===== src/rtl/glu_pkg.sv =====
package glu_pkg;

  localparam int unsigned OpW = 32;
  localparam int unsigned InW = 32;
  localparam int unsigned OutW = 64;

  localparam int unsigned KW = $clog2(OpW);
  localparam int unsigned CntW = $clog2(OpW);

  localparam int unsigned QDepth = 2;
  localparam int unsigned QPtrW = $clog2(QDepth);

  typedef struct packed {
    logic [OpW-1:0] a;
    logic [OpW-1:0] b;
    logic           zero;
  } q_entry_t;

  typedef enum logic [3:0] {
    StIdle = 4'b0001,
    StGcd  = 4'b0010,
    StDiv  = 4'b0100,
    StMul  = 4'b1000
  } back_state_e;

endpackage


===== src/rtl/glu_if.sv =====
interface glu_req_if;
  import glu_pkg::*;

  logic           valid;
  logic           ready;
  logic [InW-1:0] first_operand;
  logic [InW-1:0] second_operand;

  modport source (output valid, output first_operand, output second_operand, input ready);
  modport sink (input valid, input first_operand, input second_operand, output ready);
endinterface

interface glu_rsp_if;
  import glu_pkg::*;

  logic            valid;
  logic            ready;
  logic [InW-1:0]  divisor_result;
  logic [OutW-1:0] multiple_result;

  modport source (output valid, output divisor_result, output multiple_result, input ready);
  modport sink (input valid, input divisor_result, input multiple_result, output ready);
endinterface


===== src/rtl/glu_front.sv =====
module glu_front
  import glu_pkg::*;
(
  glu_req_if.sink  req_i,
  input  logic     full_i,
  output logic     push_o,
  output q_entry_t push_data_o
);

  logic [OpW-1:0] a;
  logic [OpW-1:0] b;

  assign a = req_i.first_operand[OpW-1:0];
  assign b = req_i.second_operand[OpW-1:0];

  assign req_i.ready = !full_i;
  assign push_o = req_i.valid && !full_i;

  // A zero operand needs no iteration: the gcd is the other operand and the lcm is zero.
  always_comb begin
    push_data_o.a = a;
    push_data_o.b = b;
    push_data_o.zero = (a == '0) || (b == '0);
  end

endmodule


===== src/rtl/glu_fifo.sv =====
module glu_fifo
  import glu_pkg::*;
(
  input  logic     clk_i,
  input  logic     rst_ni,
  input  logic     push_i,
  input  q_entry_t push_data_i,
  output logic     full_o,
  input  logic     pop_i,
  output q_entry_t pop_data_o,
  output logic     empty_o
);

  q_entry_t             mem_q [QDepth];
  logic [QPtrW-1:0]     wr_ptr_q, wr_ptr_d;
  logic [QPtrW-1:0]     rd_ptr_q, rd_ptr_d;
  logic [QPtrW:0]       cnt_q, cnt_d;

  assign full_o = (cnt_q == (QPtrW+1)'(QDepth));
  assign empty_o = (cnt_q == '0);
  assign pop_data_o = mem_q[rd_ptr_q];

  always_comb begin
    wr_ptr_d = wr_ptr_q;
    rd_ptr_d = rd_ptr_q;
    cnt_d = cnt_q;
    if (push_i) begin
      wr_ptr_d = (wr_ptr_q == QPtrW'(QDepth - 1)) ? '0 : wr_ptr_q + 1'b1;
    end
    if (pop_i) begin
      rd_ptr_d = (rd_ptr_q == QPtrW'(QDepth - 1)) ? '0 : rd_ptr_q + 1'b1;
    end
    if (push_i && !pop_i) begin
      cnt_d = cnt_q + 1'b1;
    end else if (pop_i && !push_i) begin
      cnt_d = cnt_q - 1'b1;
    end
  end

  always_ff @(posedge clk_i or negedge rst_ni) begin
    if (!rst_ni) begin
      wr_ptr_q <= '0;
      rd_ptr_q <= '0;
      cnt_q <= '0;
    end else begin
      wr_ptr_q <= wr_ptr_d;
      rd_ptr_q <= rd_ptr_d;
      cnt_q <= cnt_d;
    end
  end

  always_ff @(posedge clk_i) begin
    if (push_i) begin
      mem_q[wr_ptr_q] <= push_data_i;
    end
  end

endmodule


===== src/rtl/glu_back.sv =====
module glu_back
  import glu_pkg::*;
(
  input  logic     clk_i,
  input  logic     rst_ni,
  input  logic     empty_i,
  input  q_entry_t pop_data_i,
  output logic     pop_o,
  glu_rsp_if.source rsp_o
);

  back_state_e       state_q, state_d;
  logic              vld_q, vld_d;
  logic [OpW-1:0]    a_q, a_d;
  logic [OpW-1:0]    b_q, b_d;
  logic [OpW-1:0]    x_q, x_d;
  logic [OpW-1:0]    y_q, y_d;
  logic [KW-1:0]     k_q, k_d;
  logic [OpW-1:0]    g_q, g_d;
  logic [OpW-1:0]    dq_q, dq_d;
  logic [OpW-1:0]    rem_q, rem_d;
  logic [CntW-1:0]   cnt_q, cnt_d;
  logic [InW-1:0]    div_res_q, div_res_d;
  logic [OutW-1:0]   mul_res_q, mul_res_d;
  logic [OpW:0]      trial;
  logic [OpW:0]      diff;
  logic [2*OpW-1:0]  prod;

  assign trial = {rem_q, dq_q[OpW-1]};
  assign diff = trial - {1'b0, g_q};
  assign prod = dq_q * b_q;

  assign rsp_o.valid = vld_q;
  assign rsp_o.divisor_result = div_res_q;
  assign rsp_o.multiple_result = mul_res_q;

  always_comb begin
    state_d = state_q;
    vld_d = vld_q;
    a_d = a_q;
    b_d = b_q;
    x_d = x_q;
    y_d = y_q;
    k_d = k_q;
    g_d = g_q;
    dq_d = dq_q;
    rem_d = rem_q;
    cnt_d = cnt_q;
    div_res_d = div_res_q;
    mul_res_d = mul_res_q;
    pop_o = 1'b0;

    if (rsp_o.ready) begin
      vld_d = 1'b0;
    end

    unique case (state_q)
      StIdle: begin
        if (!empty_i) begin
          pop_o = 1'b1;
          a_d = pop_data_i.a;
          b_d = pop_data_i.b;
          x_d = pop_data_i.a;
          y_d = pop_data_i.b;
          k_d = '0;
          if (pop_data_i.zero) begin
            g_d = pop_data_i.a | pop_data_i.b;
            dq_d = '0;
            state_d = StMul;
          end else begin
            state_d = StGcd;
          end
        end
      end
      StGcd: begin
        // Binary gcd: strip common factors of two, halve a lone even operand, then subtract odd from odd and halve.
        priority if ((x_q == '0) || (y_q == '0)) begin
          g_d = (x_q | y_q) << k_q;
          dq_d = a_q;
          rem_d = '0;
          cnt_d = '0;
          state_d = StDiv;
        end else if (!x_q[0] && !y_q[0]) begin
          x_d = x_q >> 1;
          y_d = y_q >> 1;
          k_d = k_q + 1'b1;
        end else if (!x_q[0]) begin
          x_d = x_q >> 1;
        end else if (!y_q[0]) begin
          y_d = y_q >> 1;
        end else if (x_q >= y_q) begin
          x_d = (x_q - y_q) >> 1;
        end else begin
          y_d = (y_q - x_q) >> 1;
        end
      end
      StDiv: begin
        // Restoring division of the first operand by the gcd, one quotient bit per cycle.
        if (!diff[OpW]) begin
          rem_d = diff[OpW-1:0];
          dq_d = {dq_q[OpW-2:0], 1'b1};
        end else begin
          rem_d = trial[OpW-1:0];
          dq_d = {dq_q[OpW-2:0], 1'b0};
        end
        cnt_d = cnt_q + 1'b1;
        if (cnt_q == CntW'(OpW - 1)) begin
          state_d = StMul;
        end
      end
      StMul: begin
        if (!vld_q || rsp_o.ready) begin
          div_res_d = InW'(g_q);
          mul_res_d = OutW'(prod);
          vld_d = 1'b1;
          state_d = StIdle;
        end
      end
      default: begin
        state_d = StIdle;
      end
    endcase
  end

  always_ff @(posedge clk_i or negedge rst_ni) begin
    if (!rst_ni) begin
      state_q <= StIdle;
      vld_q <= 1'b0;
    end else begin
      state_q <= state_d;
      vld_q <= vld_d;
    end
  end

  always_ff @(posedge clk_i) begin
    a_q <= a_d;
    b_q <= b_d;
    x_q <= x_d;
    y_q <= y_d;
    k_q <= k_d;
    g_q <= g_d;
    dq_q <= dq_d;
    rem_q <= rem_d;
    cnt_q <= cnt_d;
    div_res_q <= div_res_d;
    mul_res_q <= mul_res_d;
  end

endmodule


===== src/rtl/gcd_lcm_unit_core.sv =====
// Computes the greatest common divisor and the least common multiple of two unsigned
// operands, one request at a time. A binary gcd loop runs halving and subtraction steps,
// a bit-serial divider then forms the first operand over the gcd one quotient bit at a
// time, and a multiply step gives the lcm as that quotient times the second operand. A
// request with a zero operand skips the loop and the divider. A two-entry queue in front
// of the arithmetic keeps accepting requests while it works, until it is full, and an
// output register holds a finished result until it is taken. A gcd of zero is returned
// only when both operands are zero, and the lcm is zero whenever either operand is zero.
module gcd_lcm_unit_core
  import glu_pkg::*;
(
  input  logic      clk_i,
  input  logic      rst_ni,
  glu_req_if.sink   req_i,
  glu_rsp_if.source rsp_o
);

  logic     push;
  logic     full;
  logic     pop;
  logic     empty;
  q_entry_t push_data;
  q_entry_t pop_data;

  glu_front u_front (
    .req_i       (req_i),
    .full_i      (full),
    .push_o      (push),
    .push_data_o (push_data)
  );

  glu_fifo u_fifo (
    .clk_i       (clk_i),
    .rst_ni      (rst_ni),
    .push_i      (push),
    .push_data_i (push_data),
    .full_o      (full),
    .pop_i       (pop),
    .pop_data_o  (pop_data),
    .empty_o     (empty)
  );

  glu_back u_back (
    .clk_i      (clk_i),
    .rst_ni     (rst_ni),
    .empty_i    (empty),
    .pop_data_i (pop_data),
    .pop_o      (pop),
    .rsp_o      (rsp_o)
  );

endmodule


===== src/flat_wrapper.sv =====
// flat-port wrapper written by rule: the top's interface ports become plain ports
module gcd_lcm_unit_core_flat import glu_pkg::*;
  (clk_i, rst_ni, req_i_valid, req_i_first_operand, req_i_second_operand, req_i_ready, rsp_o_valid, rsp_o_divisor_result, rsp_o_multiple_result, rsp_o_ready);
  glu_req_if req_i_i ();
  glu_rsp_if rsp_o_i ();
  input  logic clk_i;
  input  logic rst_ni;
  input wire logic [$bits(req_i_i.valid)-1:0] req_i_valid;
  input wire logic [$bits(req_i_i.first_operand)-1:0] req_i_first_operand;
  input wire logic [$bits(req_i_i.second_operand)-1:0] req_i_second_operand;
  output wire logic [$bits(req_i_i.ready)-1:0] req_i_ready;
  output wire logic [$bits(rsp_o_i.valid)-1:0] rsp_o_valid;
  output wire logic [$bits(rsp_o_i.divisor_result)-1:0] rsp_o_divisor_result;
  output wire logic [$bits(rsp_o_i.multiple_result)-1:0] rsp_o_multiple_result;
  input wire logic [$bits(rsp_o_i.ready)-1:0] rsp_o_ready;
  assign req_i_i.valid = req_i_valid;
  assign req_i_i.first_operand = req_i_first_operand;
  assign req_i_i.second_operand = req_i_second_operand;
  assign req_i_ready = req_i_i.ready;
  assign rsp_o_valid = rsp_o_i.valid;
  assign rsp_o_divisor_result = rsp_o_i.divisor_result;
  assign rsp_o_multiple_result = rsp_o_i.multiple_result;
  assign rsp_o_i.ready = rsp_o_ready;
  gcd_lcm_unit_core u_core (.clk_i(clk_i), .rst_ni(rst_ni), .req_i(req_i_i), .rsp_o(rsp_o_i));
endmodule

===== config.mk =====
export PLATFORM = sky130hd
export DESIGN_NAME = gcd_lcm_unit_core_flat
export DESIGN_NICKNAME = d
export VERILOG_FILES = /design/src/rtl/glu_pkg.sv /design/src/rtl/glu_if.sv /design/src/rtl/glu_front.sv /design/src/rtl/glu_fifo.sv /design/src/rtl/glu_back.sv /design/src/rtl/gcd_lcm_unit_core.sv /design/src/flat_wrapper.sv
export SDC_FILE = /design/constraint.sdc
export NUM_CORES = 2
export LEC_CHECK = 0
export ABC_AREA = 1
export BUFFER_PORTS_ARGS = -buffer_cell sky130_fd_sc_hd__buf_2
export CORE_MARGIN = 3
export CORE_UTILIZATION = 30
export CTS_BUF_LIST = sky130_fd_sc_hd__clkbuf_8
export DETAILED_ROUTE_END_ITERATION = 6
export HOLD_SLACK_MARGIN = 0.15
export PLACE_DENSITY = 0.49
export SKIP_LAST_GASP = 1
export SLEW_MARGIN = 20
export SYNTH_ARGS = -nofsm -noshare
export SYNTH_HDL_FRONTEND = slang
export SYNTH_HIERARCHICAL = 1
export SYNTH_SLANG_ARGS = --single-unit
export TNS_END_PERCENT = 50

===== constraint.sdc =====
create_clock -name clk_i -period 6.55 [get_ports clk_i]
set_clock_uncertainty 0.1 [all_clocks]
set_input_delay 0.655 -clock clk_i [delete_from_list [all_inputs] [get_ports clk_i]]
set_output_delay 0.655 -clock clk_i [all_outputs]
set_load 0.05 [all_outputs]

==> qor.yml <==
status: "finished, violations left"
violations: "setup timing"
hold_violations: 0
muxShareOfSynthArea: 0.0159
synth-seq-cells: 469
post-route-cell-area_mm2: 0.0738
synth_area_leaders: "fa_1 (29%), edfxtp_1 (22%), nand2_1 (13%)"
netlist_top_cells_count: "nand2_1 (2,200), inv_1 (1,965), fa_1 (899)"
wl_met2_mm: 95.3
slowest_stage: "fa_1"
synth.yosys.seq_area_share: 0.225
ios: 166
startpoint_type: "flip-flop"
ys_async_sr_fraction: 0.0192
dieWidth_um: 462
synth_edf_count: 460
dr.pass1.iters: 5
fmax_mhz: 144
clkTransAtPathRegs_ns: 0.06
met3_length_mm: 11.6
grt_first_pass_wirelength_mm: 315
start_util: 0.303
antenna_found_initial: 13
cts_tree: "done"
ys_types: 58
hold_class: "in2async"
slowest_delay_ns: 0.58
worstSetupPathType: "reg2reg"
finalNetCount: 9565
layout.cells.non_filler: 10961
placed_area_mm2: 0.0697
port_buffers: 165
routabilityCongestion: 0.947
cts_buffer_depth: 3
synth_compound_gate_area_share: 0.0489
setup_viol: 48
grt_max_degree: 76
post-route-period-util: 1.06
critPathRequiredTime_ns: 6.97
critical_path_buf_inv_count: 7
ys_warn_count: 6
root_buffer: "clkbuf_8"
maxCapViolations: 0
syn_area_per_cell_um2: 8.12
path_delay_family: "adder cells"
finalCriticalPeriod_ns: 6.93
grt_pass1_vias: 51692
synthCells: 7677
yosysTopAreaCellShare: 0.289
grt_overflow: 0
r2r_cells: 25
die_area_mm2: 0.213
synth-simple-area-share: 0.183
worst-path-stages: 25
synth_top_cell_by_area: "fa_1"
crit_fanout: 5
whs_ns: 0.236
dp_cells: 10692
end_kind: "flip-flop"
synth_fa_ha_area_frac: 0.368
numCtsBuffers: 84
via_per_inst: 4.60
rows: 166
synthFlopType: "edfxtp_1"
synth_xor_area_frac: 0.0132
drive_above_1_share: 0.147
crit_top_cell: "fa_1"
syn_area_mm2: 0.0624
met1_length_mm: 97.8
drt_iter0_drc: 3665
drt_wl_total_mm: 210
cts.sinks: 469
hpwl_mm: 174
relSlewSlack: 0.276
yosysMostFrequentCell: "nand2_1"
grt_setup_unrepaired: "true"
drc_errors: 0
critPathArrivalTime_ns: 7.34
clk_latency_ns: 0.83
postRouteAntennaNets: 0
die_h_um: 462
top_layer_used: "met5"
via_count: 50440
fin_ws_ns: -0.376
avgRoutedWirePerCell_um: 19.1
core_area_mm2: 0.206
synth_top_family_by_area: "adder cells"
htreeDepth: 3
grt_usage: 0.194
tightestPinTransition_ns: 1.08
finalMaxSlewViolations: 0
syn_nets: 9039
areaGrowthSynthToFinish_pct: 18.4
[cell type report]
| type | count | area, um^2 |
|---|---|---|
| clock inverter | 64 | 488 |
| antenna | 6 | 15.0 |
| multi-input combinational | 4869 | 40400 |
| inverter | 1974 | 7410 |
| fill | 21404 | 132000 |
| tap | 2688 | 3360 |
| sequential | 469 | 14000 |
| timing repair buffer | 805 | 6890 |
| clock buffer | 86 | 1180 |
[logic make-up after synthesis]
family,after synthesis
mux,76
simple gates,2876
flops,469
compound gates,529
buf+inv,2339
fa+ha+maj,1294
xor+xnor,94
[layout by cell type, fill, tap and decap left out, types with 37 or more instances in the layout]
| cell type | instances |
|---|---|
| a21oi_1 | 147 |
| a21oi_2 | 38 |
| buf_12 | 74 |
| buf_2 | 165 |
| buf_4 | 473 |
| clkbuf_8 | 86 |
| dlygate4sd3_1 | 68 |
| edfxtp_1 | 460 |
| fa_1 | 862 |
| fa_2 | 37 |
| ha_1 | 360 |
| inv_1 | 1965 |
| mux2_4 | 40 |
| nand2_1 | 2177 |
| nand3_1 | 158 |
| nand4_1 | 62 |
| nor2_1 | 319 |
| nor2_2 | 45 |
| o21ai_0 | 140 |
| o21ai_1 | 48 |
| xor2_1 | 75 |
[sequential cells by signal, indices dropped and copies added, names as in the netlist, 32 cells and up]
| signal | flops |
|---|---|
| u_core/u_back/b_q | 32 |
| u_core/u_back/dq_q | 32 |
| u_core/u_back/g_q | 32 |
| u_core/u_back/y_q | 32 |
| u_core/u_back/x_q | 32 |
| u_core/u_back/rem_q | 32 |
| u_core/u_back/rsp_o.divisor_result | 32 |
| u_core/u_back/a_q | 32 |
| u_core/u_back/rsp_o.multiple_result | 64 |
| u_core/u_fifo/mem_q | 130 |
[final timing paths]
| kind | slack, ns | to | startpoint |
|---|---|---|---|
| worst max-delay path | -0.38 | u_core/u_back/rsp_o.multiple_result[58] | u_core/u_back/dq_q[19] |
| worst min-delay path | 0.24 | u_core/u_back/state_q[0] | rst_ni |
| worst max register to register | -0.38 | u_core/u_back/rsp_o.multiple_result[58] | u_core/u_back/dq_q[19] |
| worst min register to register | 0.40 | u_core/u_back/rsp_o.divisor_result[25] | u_core/u_back/g_q[25] |
| max in group asynchronous | 5.24 | u_core/u_fifo/rd_ptr_q | rst_ni |
| min in group clk_i | 0.40 | u_core/u_back/rsp_o.divisor_result[25] | u_core/u_back/g_q[25] |
[through the flow]
stage / setup TNS [ns] / setup slack, ns / utilization
floorplan: 0 / 0.000646 / -
global route: -23.11 / -0.603 / 0.359
global placement: -17.97 / -0.637 / 0.339
finish: -11.22 / -0.376 / 0.359
detailed placement: -19.62 / -0.633 / 0.339
CTS: -11.99 / -0.377 / 0.354
[repair_timing]
item / CTS / global route
endpoints found under the hold margin: 140 / 0
pin swaps: 23 / 46
gates resized for setup: 142 / 191
setup endpoints to repair: 48 / 50
setup buffers: 19 / 20
cloned: 0 / 6
hold buffers: 68 / 0
[worst reg2reg max path: stages, from the launching register on]
cell       delay [ns]
edfxtp_1         0.46
buf_6            0.17
clkbuf_16        0.15
nand2_1          0.06
inv_1            0.05
fa_1             0.51
inv_1            0.05
fa_1             0.58
fa_2             0.47
fa_1             0.53
inv_1            0.07
fa_1             0.56
fa_1             0.45
fa_1             0.52
fa_1             0.41
ha_1             0.35
a21oi_2          0.16
buf_4            0.13
o21ai_2          0.08
a21oi_2          0.15
buf_4            0.16
o21bai_1         0.09
a31oi_1          0.22
nand2_1          0.07
nand2_1          0.06
nand2_1          0.04
[per-layer routing]
layer,global-route usage,up-vias
li1,-,23753
met5,0,-
met2,0.311,1463
met1,0.278,24958
met4,0.0450,4
met3,0.0247,262
Power is left out: the tool's default activity adds up to more than one toggle a clock period on the data nets, which glitch-free logic cannot reach.
